File: config.mk
export PLATFORM = sky130hd
export DESIGN_NAME = bitmap_slot_allocator
export DESIGN_NICKNAME = d
export VERILOG_FILES = /design/src/sv/bsa_pkg.sv /design/src/sv/bsa_ram.sv /design/src/sv/bsa_div.sv /design/src/sv/bitmap_slot_allocator.sv
export VERILOG_INCLUDE_DIRS = /design/src /design/src/sv
export SDC_FILE = /design/constraint.sdc
export NUM_CORES = 1
export LEC_CHECK = 0
export BUFFER_PORTS_ARGS = -buffer_cell sky130_fd_sc_hd__buf_2
export CAP_MARGIN = 10
export CORE_ASPECT_RATIO = 1.1
export CORE_MARGIN = 1.5
export CORE_UTILIZATION = 67
export DETAILED_ROUTE_END_ITERATION = 16
export PLACE_DENSITY = 0.9
export SKIP_LAST_GASP = 1
export SLEW_MARGIN = 20
export SYNTH_ARGS = -nofsm -noshare
export SYNTH_HDL_FRONTEND = slang
export SYNTH_SLANG_ARGS = --single-unit
File: constraint.sdc
create_clock -name clk -period 6.71 [get_ports clk]
set_input_delay 1.0065 -clock clk [delete_from_list [all_inputs] [get_ports clk]]
set_output_delay 1.0065 -clock clk [all_outputs]
set_load 0.02 [all_outputs]
File: src/sv/bitmap_slot_allocator_assert.svh
// Assertion macros for the slot allocator.
// Users provide clk and arst_n in the including scope.
`ifndef BITMAP_SLOT_ALLOCATOR_ASSERT_SVH
`define BITMAP_SLOT_ALLOCATOR_ASSERT_SVH

// same-cycle implication
`define BSA_ASSERT_IMP(lbl, ante, cons, msg) \
	lbl: assert property (@(posedge clk) disable iff (!arst_n) (ante) |-> (cons)) \
		else $error(msg);

// next-cycle implication
`define BSA_ASSERT_NXT(lbl, ante, cons, msg) \
	lbl: assert property (@(posedge clk) disable iff (!arst_n) (ante) |=> (cons)) \
		else $error(msg);

`endif

File: src/sv/bsa_pkg.sv
// Shared types and constants of the bitmap slot allocator.
// No dependencies.
`default_nettype none

package bsa_pkg;

	localparam int WORD_BITS = 32;
	localparam int BIT_AW    = 5;
	localparam int DIV_STEPS = 32;
	localparam int DIV_CW    = 5;
	localparam int CFG_IDX_W = 1;

	localparam logic [CFG_IDX_W-1:0] REG_BASE_ADDRESS = 1'd0;
	localparam logic [CFG_IDX_W-1:0] REG_SLOT_SIZE    = 1'd1;

	typedef enum logic {
		CMD_ALLOC   = 1'b0,
		CMD_RELEASE = 1'b1
	} cmd_t;

	typedef enum logic [1:0] {
		ST_ALLOCATED = 2'd0,
		ST_OOM       = 2'd1,
		ST_RELEASED  = 2'd2,
		ST_IGNORED   = 2'd3
	} status_t;

	typedef enum logic [3:0] {
		S_IDLE,
		S_RD,
		S_SCAN,
		S_MUL,
		S_DIV,
		S_CHK,
		S_RRD,
		S_RWR,
		S_PUT
	} state_t;

endpackage

`default_nettype wire

File: src/sv/bsa_ram.sv
// Generic single-write, single-read RAM with registered read data.
// No dependencies.
`default_nettype none

module bsa_ram #(
	parameter int WIDTH = 32,
	parameter int DEPTH = 2
) (
	input  wire logic                                      clk,
	input  wire logic                                      we,
	input  wire logic [((DEPTH > 1) ? $clog2(DEPTH) : 1)-1:0] waddr,
	input  wire logic [WIDTH-1:0]                          wdata,
	input  wire logic [((DEPTH > 1) ? $clog2(DEPTH) : 1)-1:0] raddr,
	output logic      [WIDTH-1:0]                          rdata
);

	logic [WIDTH-1:0] mem_q [DEPTH];
	logic [WIDTH-1:0] rdata_q;

	always_ff @(posedge clk) begin
		if (we) begin
			mem_q[waddr] <= wdata;
		end
		rdata_q <= mem_q[raddr];
	end

	assign rdata = rdata_q;

endmodule

`default_nettype wire

File: src/sv/bsa_div.sv
// Restoring divider, one quotient bit per cycle, 32-bit dividend by 16-bit divisor.
// Depends on bsa_pkg.
`default_nettype none

module bsa_div (
	input  wire logic        clk,
	input  wire logic        arst_n,
	input  wire logic        start,
	input  wire logic [31:0] dividend,
	input  wire logic [15:0] divisor,
	output logic             done,
	output logic [31:0]      quotient
);

	logic                          busy_q;
	logic                          done_q;
	logic [bsa_pkg::DIV_CW-1:0]    cnt_q;
	logic [15:0]                   rem_q;
	logic [15:0]                   dvs_q;
	logic [31:0]                   quo_q;
	logic [16:0]                   trial;
	logic [16:0]                   diff;
	logic                          ge;

	assign trial = {rem_q, quo_q[31]};
	assign diff  = trial - {1'b0, dvs_q};
	assign ge    = (trial >= {1'b0, dvs_q});

	always_ff @(posedge clk or negedge arst_n) begin
		if (!arst_n) begin
			busy_q <= 1'b0;
			done_q <= 1'b0;
			cnt_q  <= '0;
		end else if (start) begin
			busy_q <= 1'b1;
			done_q <= 1'b0;
			cnt_q  <= '0;
		end else if (busy_q) begin
			cnt_q <= cnt_q + bsa_pkg::DIV_CW'(1);
			if (cnt_q == bsa_pkg::DIV_CW'(bsa_pkg::DIV_STEPS - 1)) begin
				busy_q <= 1'b0;
				done_q <= 1'b1;
			end
		end else begin
			done_q <= 1'b0;
		end
	end

	always_ff @(posedge clk) begin
		if (start) begin
			rem_q <= '0;
			dvs_q <= divisor;
			quo_q <= dividend;
		end else if (busy_q) begin
			rem_q <= ge ? diff[15:0] : trial[15:0];
			quo_q <= {quo_q[30:0], ge};
		end
	end

	assign done     = done_q;
	assign quotient = quo_q;

endmodule

`default_nettype wire

File: src/sv/bitmap_slot_allocator.sv
// Bitmap slot allocator: lowest-free-slot allocate and address-based release.
// Allocate: a read and a scan per 32-slot row scanned, then a multiply on a hit, and a load.
// Release: the bit-serial divider (32 steps), a range check and a row read-modify-write.
// One beat in flight; the input stalls until the result loads.
// Reset (async, active low) marks every slot free through per-row valid flags; no clearing pass.
`default_nettype none

module bitmap_slot_allocator #(
	parameter int CAPACITY = 64
) (
	input  wire logic                             clk,
	input  wire logic                             arst_n,
	input  wire logic                             cfg_write,
	input  wire logic [bsa_pkg::CFG_IDX_W-1:0]    cfg_index,
	input  wire logic [31:0]                      cfg_data,
	input  wire logic                             in_valid,
	output logic                                  in_stall,
	input  wire logic                             command,
	input  wire logic [31:0]                      address,
	output logic                                  out_valid,
	input  wire logic                             out_stall,
	output logic [1:0]                            status,
	output logic [31:0]                           slot_address,
	output logic [5:0]                            slot_index
);

	localparam int NROWS     = (CAPACITY + bsa_pkg::WORD_BITS - 1) / bsa_pkg::WORD_BITS;
	localparam int ROW_AW    = (NROWS > 1) ? $clog2(NROWS) : 1;
	localparam int FIW       = ROW_AW + bsa_pkg::BIT_AW;
	localparam int LAST_BITS = CAPACITY - (NROWS - 1) * bsa_pkg::WORD_BITS;
	localparam logic [31:0] PAD_MASK =
		(LAST_BITS >= 32) ? 32'h0 : ~((32'h1 << LAST_BITS) - 32'h1);

	bsa_pkg::state_t  state_q, state_d;

	logic [31:0]               base_q;
	logic [15:0]               size_q;
	logic [NROWS-1:0]          row_valid_q;
	logic [ROW_AW-1:0]         row_q;
	logic [bsa_pkg::BIT_AW-1:0] bit_q;
	logic [FIW-1:0]            res_index_q;
	bsa_pkg::status_t          res_status_q;
	logic [31:0]               prod_q;

	logic                      out_valid_q;
	bsa_pkg::status_t          out_status_q;
	logic [31:0]               out_addr_q;
	logic [5:0]                out_index_q;

	logic                      in_acc;
	logic                      out_load;
	logic                      div_start;
	logic                      div_done;
	logic [31:0]               div_quo;
	logic                      ram_we;
	logic [31:0]               ram_wdata;
	logic [31:0]               ram_rdata;
	logic [31:0]               row_word;
	logic [31:0]               word_eff;
	logic [31:0]               zero_oh;
	logic                      found;
	logic [bsa_pkg::BIT_AW-1:0] bit_pos;
	logic                      last_row;
	logic                      rel_skip;
	logic [FIW+15:0]           mul_full;

	assign in_stall = (state_q != bsa_pkg::S_IDLE);
	assign in_acc   = in_valid && !in_stall;
	assign rel_skip = (address == 32'd0) || (address < base_q);
	assign last_row = (row_q == ROW_AW'(NROWS - 1));

	assign row_word = row_valid_q[row_q] ? ram_rdata : 32'h0;
	assign word_eff = row_word | (last_row ? PAD_MASK : 32'h0);
	assign zero_oh  = ~word_eff & (word_eff + 32'd1);
	assign found    = |(~word_eff);

	always_comb begin
		bit_pos = '0;
		for (int j = 0; j < bsa_pkg::WORD_BITS; j++) begin
			if (zero_oh[j]) begin
				bit_pos = bit_pos | bsa_pkg::BIT_AW'(j);
			end
		end
	end

	assign mul_full = (FIW + 16)'(size_q) * (FIW + 16)'(res_index_q);

	always_comb begin
		state_d   = state_q;
		div_start = 1'b0;
		ram_we    = 1'b0;
		ram_wdata = row_word | zero_oh;
		out_load  = 1'b0;
		case (state_q)
			bsa_pkg::S_IDLE: begin
				if (in_acc) begin
					if (command == bsa_pkg::CMD_RELEASE) begin
						if (rel_skip) begin
							state_d = bsa_pkg::S_PUT;
						end else begin
							div_start = 1'b1;
							state_d   = bsa_pkg::S_DIV;
						end
					end else begin
						state_d = bsa_pkg::S_RD;
					end
				end
			end
			bsa_pkg::S_RD: state_d = bsa_pkg::S_SCAN;
			bsa_pkg::S_SCAN: begin
				if (found) begin
					ram_we  = 1'b1;
					state_d = bsa_pkg::S_MUL;
				end else if (last_row) begin
					state_d = bsa_pkg::S_PUT;
				end else begin
					state_d = bsa_pkg::S_RD;
				end
			end
			bsa_pkg::S_MUL: state_d = bsa_pkg::S_PUT;
			bsa_pkg::S_DIV: begin
				if (div_done) begin
					state_d = bsa_pkg::S_CHK;
				end
			end
			bsa_pkg::S_CHK: begin
				state_d = (div_quo >= 32'(CAPACITY)) ? bsa_pkg::S_PUT : bsa_pkg::S_RRD;
			end
			bsa_pkg::S_RRD: state_d = bsa_pkg::S_RWR;
			bsa_pkg::S_RWR: begin
				ram_we    = 1'b1;
				ram_wdata = row_word & ~(32'h1 << bit_q);
				state_d   = bsa_pkg::S_PUT;
			end
			bsa_pkg::S_PUT: begin
				if (!out_valid_q || !out_stall) begin
					out_load = 1'b1;
					state_d  = bsa_pkg::S_IDLE;
				end
			end
			default: state_d = bsa_pkg::S_IDLE;
		endcase
	end

	always_ff @(posedge clk or negedge arst_n) begin
		if (!arst_n) begin
			state_q <= bsa_pkg::S_IDLE;
		end else begin
			state_q <= state_d;
		end
	end

	always_ff @(posedge clk or negedge arst_n) begin
		if (!arst_n) begin
			base_q <= 32'd0;
			size_q <= 16'd1;
		end else if (cfg_write) begin
			if (cfg_index == bsa_pkg::REG_BASE_ADDRESS) begin
				base_q <= cfg_data;
			end else if (cfg_index == bsa_pkg::REG_SLOT_SIZE) begin
				size_q <= (cfg_data[15:0] == 16'd0) ? 16'd1 : cfg_data[15:0];
			end
		end
	end

	always_ff @(posedge clk or negedge arst_n) begin
		if (!arst_n) begin
			row_valid_q <= '0;
			out_valid_q <= 1'b0;
		end else begin
			if (ram_we) begin
				row_valid_q[row_q] <= 1'b1;
			end
			if (out_load) begin
				out_valid_q <= 1'b1;
			end else if (!out_stall) begin
				out_valid_q <= 1'b0;
			end
		end
	end

	always_ff @(posedge clk) begin
		case (state_q)
			bsa_pkg::S_IDLE: begin
				row_q <= '0;
				if (command == bsa_pkg::CMD_RELEASE && rel_skip) begin
					res_status_q <= bsa_pkg::ST_IGNORED;
					res_index_q  <= '0;
				end
			end
			bsa_pkg::S_SCAN: begin
				if (found) begin
					res_status_q <= bsa_pkg::ST_ALLOCATED;
					res_index_q  <= {row_q, bit_pos};
				end else if (last_row) begin
					res_status_q <= bsa_pkg::ST_OOM;
					res_index_q  <= '0;
				end else begin
					row_q <= row_q + ROW_AW'(1);
				end
			end
			bsa_pkg::S_MUL: prod_q <= 32'(mul_full);
			bsa_pkg::S_CHK: begin
				row_q <= div_quo[FIW-1:bsa_pkg::BIT_AW];
				bit_q <= div_quo[bsa_pkg::BIT_AW-1:0];
				if (div_quo >= 32'(CAPACITY)) begin
					res_status_q <= bsa_pkg::ST_IGNORED;
					res_index_q  <= '0;
				end else begin
					res_status_q <= bsa_pkg::ST_RELEASED;
					res_index_q  <= div_quo[FIW-1:0];
				end
			end
			default: ;
		endcase
		if (out_load) begin
			out_status_q <= res_status_q;
			out_addr_q   <= (res_status_q == bsa_pkg::ST_ALLOCATED) ? base_q + prod_q : 32'd0;
			out_index_q  <= res_index_q[5:0];
		end
	end

	bsa_div u_div (
		.clk      (clk),
		.arst_n   (arst_n),
		.start    (div_start),
		.dividend (address - base_q),
		.divisor  (size_q),
		.done     (div_done),
		.quotient (div_quo)
	);

	bsa_ram #(
		.WIDTH (bsa_pkg::WORD_BITS),
		.DEPTH (NROWS)
	) u_bitmap (
		.clk   (clk),
		.we    (ram_we),
		.waddr (row_q),
		.wdata (ram_wdata),
		.raddr (row_q),
		.rdata (ram_rdata)
	);

	assign out_valid    = out_valid_q;
	assign status       = out_status_q;
	assign slot_address = out_addr_q;
	assign slot_index   = out_index_q;

`include "bitmap_slot_allocator_assert.svh"

	`BSA_ASSERT_NXT(a_busy_after_accept, in_acc, in_stall, "no stall after accepted beat")
	`BSA_ASSERT_IMP(a_div_done_state, div_done, state_q == bsa_pkg::S_DIV, "divider done outside wait")
	`BSA_ASSERT_IMP(a_alloc_in_range, out_load && res_status_q == bsa_pkg::ST_ALLOCATED, 32'(res_index_q) < 32'(CAPACITY), "allocated index beyond capacity")
	`BSA_ASSERT_IMP(a_addr_zero, out_valid_q && out_status_q != bsa_pkg::ST_ALLOCATED, out_addr_q == 32'd0, "slot address set without allocation")

endmodule

`default_nettype wire

==> key figures <==
Critical path
  – Crit path buf inv count: 2
  – Cell mode on critical path: fa_1
  – Worst-path fanout max: 17
  – Crit-path cells: and2_1 -> fa_1 -> inv_1 -> fa_1 -> fa_1 -> inv_1 -> ha_1 -> a21o_1 -> a21o_1 -> a211oi_1 -> nor2_1 -> a41oi_1 -> a21oi_1 -> a41oi_1 -> nor2b_1 -> xnor2_1
  – Critical path depth in cells: 16
  – CP Launch Type: flip-flop
  – Worst setup EP type: flip-flop
  – Worst R2R Path Depth: 16
  – Max incr delay on CP: 0.68 ns
  – Critical path origin: res_index_q[2]
  – WS Path Type: flip-flop to flip-flop
  – Required @ worst endpoint: around 7.0 ns
  – Critical Path AT: 5.40 ns
  – Cell family with most CP delay: adder cells
  – RR Startpoint: res_index_q[2]
  – CP max stage cell: edfxtp_1

Worst hold path
  – Hold path cells: 1
  – Hold Crit Start: u_bitmap.mem_q[1][14]
  – HP Class: flip-flop to flip-flop

Pwr
  – Overall power: 11.5 mW
  – PD cells: 570 mW/mm^2
  – Max VDD drop: slightly below 0.8 mV
  – P_leak: 8.50 nW

Clocking
  – Cts repair resizes: 0
  – Clock Pin Slew Worst Setup and Hold Paths: ~0.060 ns
  – Root Driver: clkbuf_16
  – CTS H-tree depth: 1
  – Worst-skew pair later-pin latency: 0.58 ns
  – Clock Tree Buf Depth: 3
  – CTS tree: built
  – Hold Buf Count CTS: 0
  – Buffer count from post-CTS setup fixing: 0
  – TritonCTS buffer count: 31
  – Sink Count: between 200 and 300

Timing
  – Max Fclk: approximately 0.2 GHz
  – Setup-failing EPs final: 0
  – Final Critical Period: 5.10 ns
  – RSZ-0062 raised after global routing: no
  – Endpoints failing hold: 0
  – Layout Skew: 0.0331 ns
  – Max-slew violation count: 0
  – Fin crit share: around three quarters
  – Worst rel slew slack: roughly a third
  – Setup tns final: 0 ns
  – Worst Max-Slew Pin Slew: 1.01 ns

Final layout
  – NumNets Final: 2,107
  – Design area: 0.0202 sq mm
  – Commonest non-fill, non-tap cell in the layout: nand2_1
  – Util after Layout: 75.2%
  – Area growth, synth to finish: 11.0%
  – Most frequent cells in the layout: nand2_1 (219), edfxtp_1 (188), inv_1 (143), nor2_1 (113), buf_2 (112)
  – Final std cells w/o fill: 2,258
  – Share of cells above drive strength 1: 14.3%

Floorplan
  – Core area: 0.0268 sq mm
  – Die width: 160 microns
  – FP Rows: 63
  – Die span in y: 176 microns
  – Die ar.: around 0.028 sq mm
  – Starting Density: 67.8%
  – # IOs: 113

Logic synthesis
  – Yosys cell types: just under 80
  – Yosys reg bits: between 200 and 300
  – Syn Nets: 2,000
  – Async S/R FF share, synth: 20.8%
  – Predominant post-synthesis flop cell: edfxtp_1
  – Top cell type by total area after synthesis: edfxtp_1
  – Mapped Cells: between 1,500 and 2,000
  – EDFF count, synth: approximately 190
  – Area contributors post-synth: edfxtp_1 (31%), dfrtp_1 (8.4%), ha_1 (7.0%)
  – Post-Syn Area: 0.0182 sq mm
  – Post-synth top area share: between 30% and 40%
  – Post-Syn Area per Cell: roughly 10 sq um
  – Yosys warning total: 0
  – Seq/Total Area, Yosys: 44.9%

Job
  – Maxcap violations: 0

Place
  – Post-DP HPWL: roughly 34 mm
  – GPL Wtd Cong: 0.982
  – Placed inst area: 0.0191 sq mm
  – PortBufs: 112
  – Cells after DPL: between 2,000 and 2,500

Global route
  – First-pass GRT wire length: 75.5 mm
  – Largest net degree at the start of global routing: between 70 and 80
  – Initial antenna violation count: 2
  – Number of global-route vias before repair: 14,400
  – GRT Util Overall: roughly a third
  – Overflow after GRT: 0

Drt
  – Post-DRT Antenna Nets: 0
  – Vias: around 15,000
  – Drt drc: 0
  – WL per Instance: 21.3 microns
  – Post-Route WL: 48.1 mm
  – DR pass1 iterations: 6
  – Via density: 6.48
  – Initial drt markers: ~1,600

Status
  – Outcome: finished clean
==> per-stage QoR <==
step / setup WS (ns) / hold WS, ns
final: 1.61 / 0.453
after global routing: 1.40 / 0.471
after CTS: 1.66 / 0.459
after detailed placement: 1.73 / 0.449
after global placement: 1.91 / 0.441
after floorplan: 2.16 / 0.432
==> worst reg2reg max path: cells and delay by family (launching register included) <==
kind            cells  cell delay, ns
fa+ha+maj           4            1.91
compound gates      6            1.40
flops               1            0.68
simple gates        3            0.65
xor+xnor            1            0.11
buf+inv             2            0.10
==> per-layer routing <==
metal | global-route usage [%] | part of all wire [%] | up-vias
li1 | - | - | 6566
met1 | 43.6 | 38 | 7104
met2 | 57.0 | 48 | 783
met3 | 4.68 | 7.8 | 171
met4 | 17.3 | 5.2 | 0
met5 | 0 | 0 | -
==> cell families after synthesis <==
kind of cell,synth area share [%]
adders and majority gates,13.6
AOI/OAI and AO/OA,13.5
muxes,5.54
buffers and inverters,4.08
DFF,44.9
xor gates and xnor gates,3.04
and+or+nand+nor,15.3
==> area by class of cell <==
type,instances,area (sq um)
antenna,2,5.00
inverter,143,537
timing repair buffer,122,656
clock inverter,17,194
sequential,298,8160
clock buffer,41,833
fill,1756,6640
multi-input combinational,1278,9330
tap,357,447
==> registers in the layout (all words and copies together), names as in the netlist, 6 cells and up <==
signal and flops:
slot_address 32, u_div.rem_q 16, u_bitmap.mem_q 64, u_div.dvs_q 16, u_bitmap.rdata 32, base_q 32
prod_q 22, u_div.quotient 32, slot_index 6, size_q 16, res_index_q 6
==> final timing paths <==
kind | endpoint | slack [ns]
setup reg to reg | prod_q[19] | 1.61
max in group asynchronous | u_div.busy_q | 5.36
min in group asynchronous | base_q[29] | 0.64
setup / recovery | prod_q[19] | 1.61
hold reg to reg | u_bitmap.rdata[14] | 0.45
hold / removal | u_bitmap.rdata[14] | 0.45
==> synthesized netlist by cell type, types with 3 or more instances <==
| cell | n |
|---|---|
| nand2_1 | 219 |
| edfxtp_1 | 188 |
| o21ai_0 | 110 |
| a211oi_1 | 20 |
| a31o_2 | 3 |
| xor2_1 | 24 |
| clkbuf_1 | 37 |
| o21a_1 | 14 |
| nand3b_1 | 4 |
| or3_1 | 17 |
| and3_1 | 14 |
| nand2b_1 | 17 |
| buf_2 | 7 |
| nor2_1 | 113 |
| and2_1 | 29 |
| xnor2_1 | 39 |
| mux2_2 | 72 |
| a21o_1 | 30 |
| ha_1 | 102 |
| a211o_1 | 3 |
| dfrtp_1 | 61 |
| o31ai_1 | 9 |
| nor3_1 | 34 |
| nor2b_1 | 20 |
| o2111ai_1 | 3 |
| a41oi_1 | 7 |
| o41ai_1 | 3 |
| a31oi_1 | 15 |
| o211ai_1 | 32 |
| a21oi_1 | 86 |
| fa_1 | 60 |
| a21boi_0 | 5 |
| o32ai_1 | 3 |
| mux2i_1 | 18 |
| dfxtp_1 | 48 |
| o22ai_1 | 6 |
| nor4_1 | 22 |
| o21bai_1 | 8 |
| or2_2 | 9 |
| inv_1 | 143 |
| nand3_1 | 43 |
| nand4_1 | 21 |
==> where the power goes <==
part	switching, mW	leakage (nW)	internal, mW
sequential	0.579	2.91	2.97
clock	0.725	0.499	1.02
combinational	3.68	5.10	2.51
total	4.99	8.50	6.50
No activity file was read; power rests on OpenSTA's default activity.
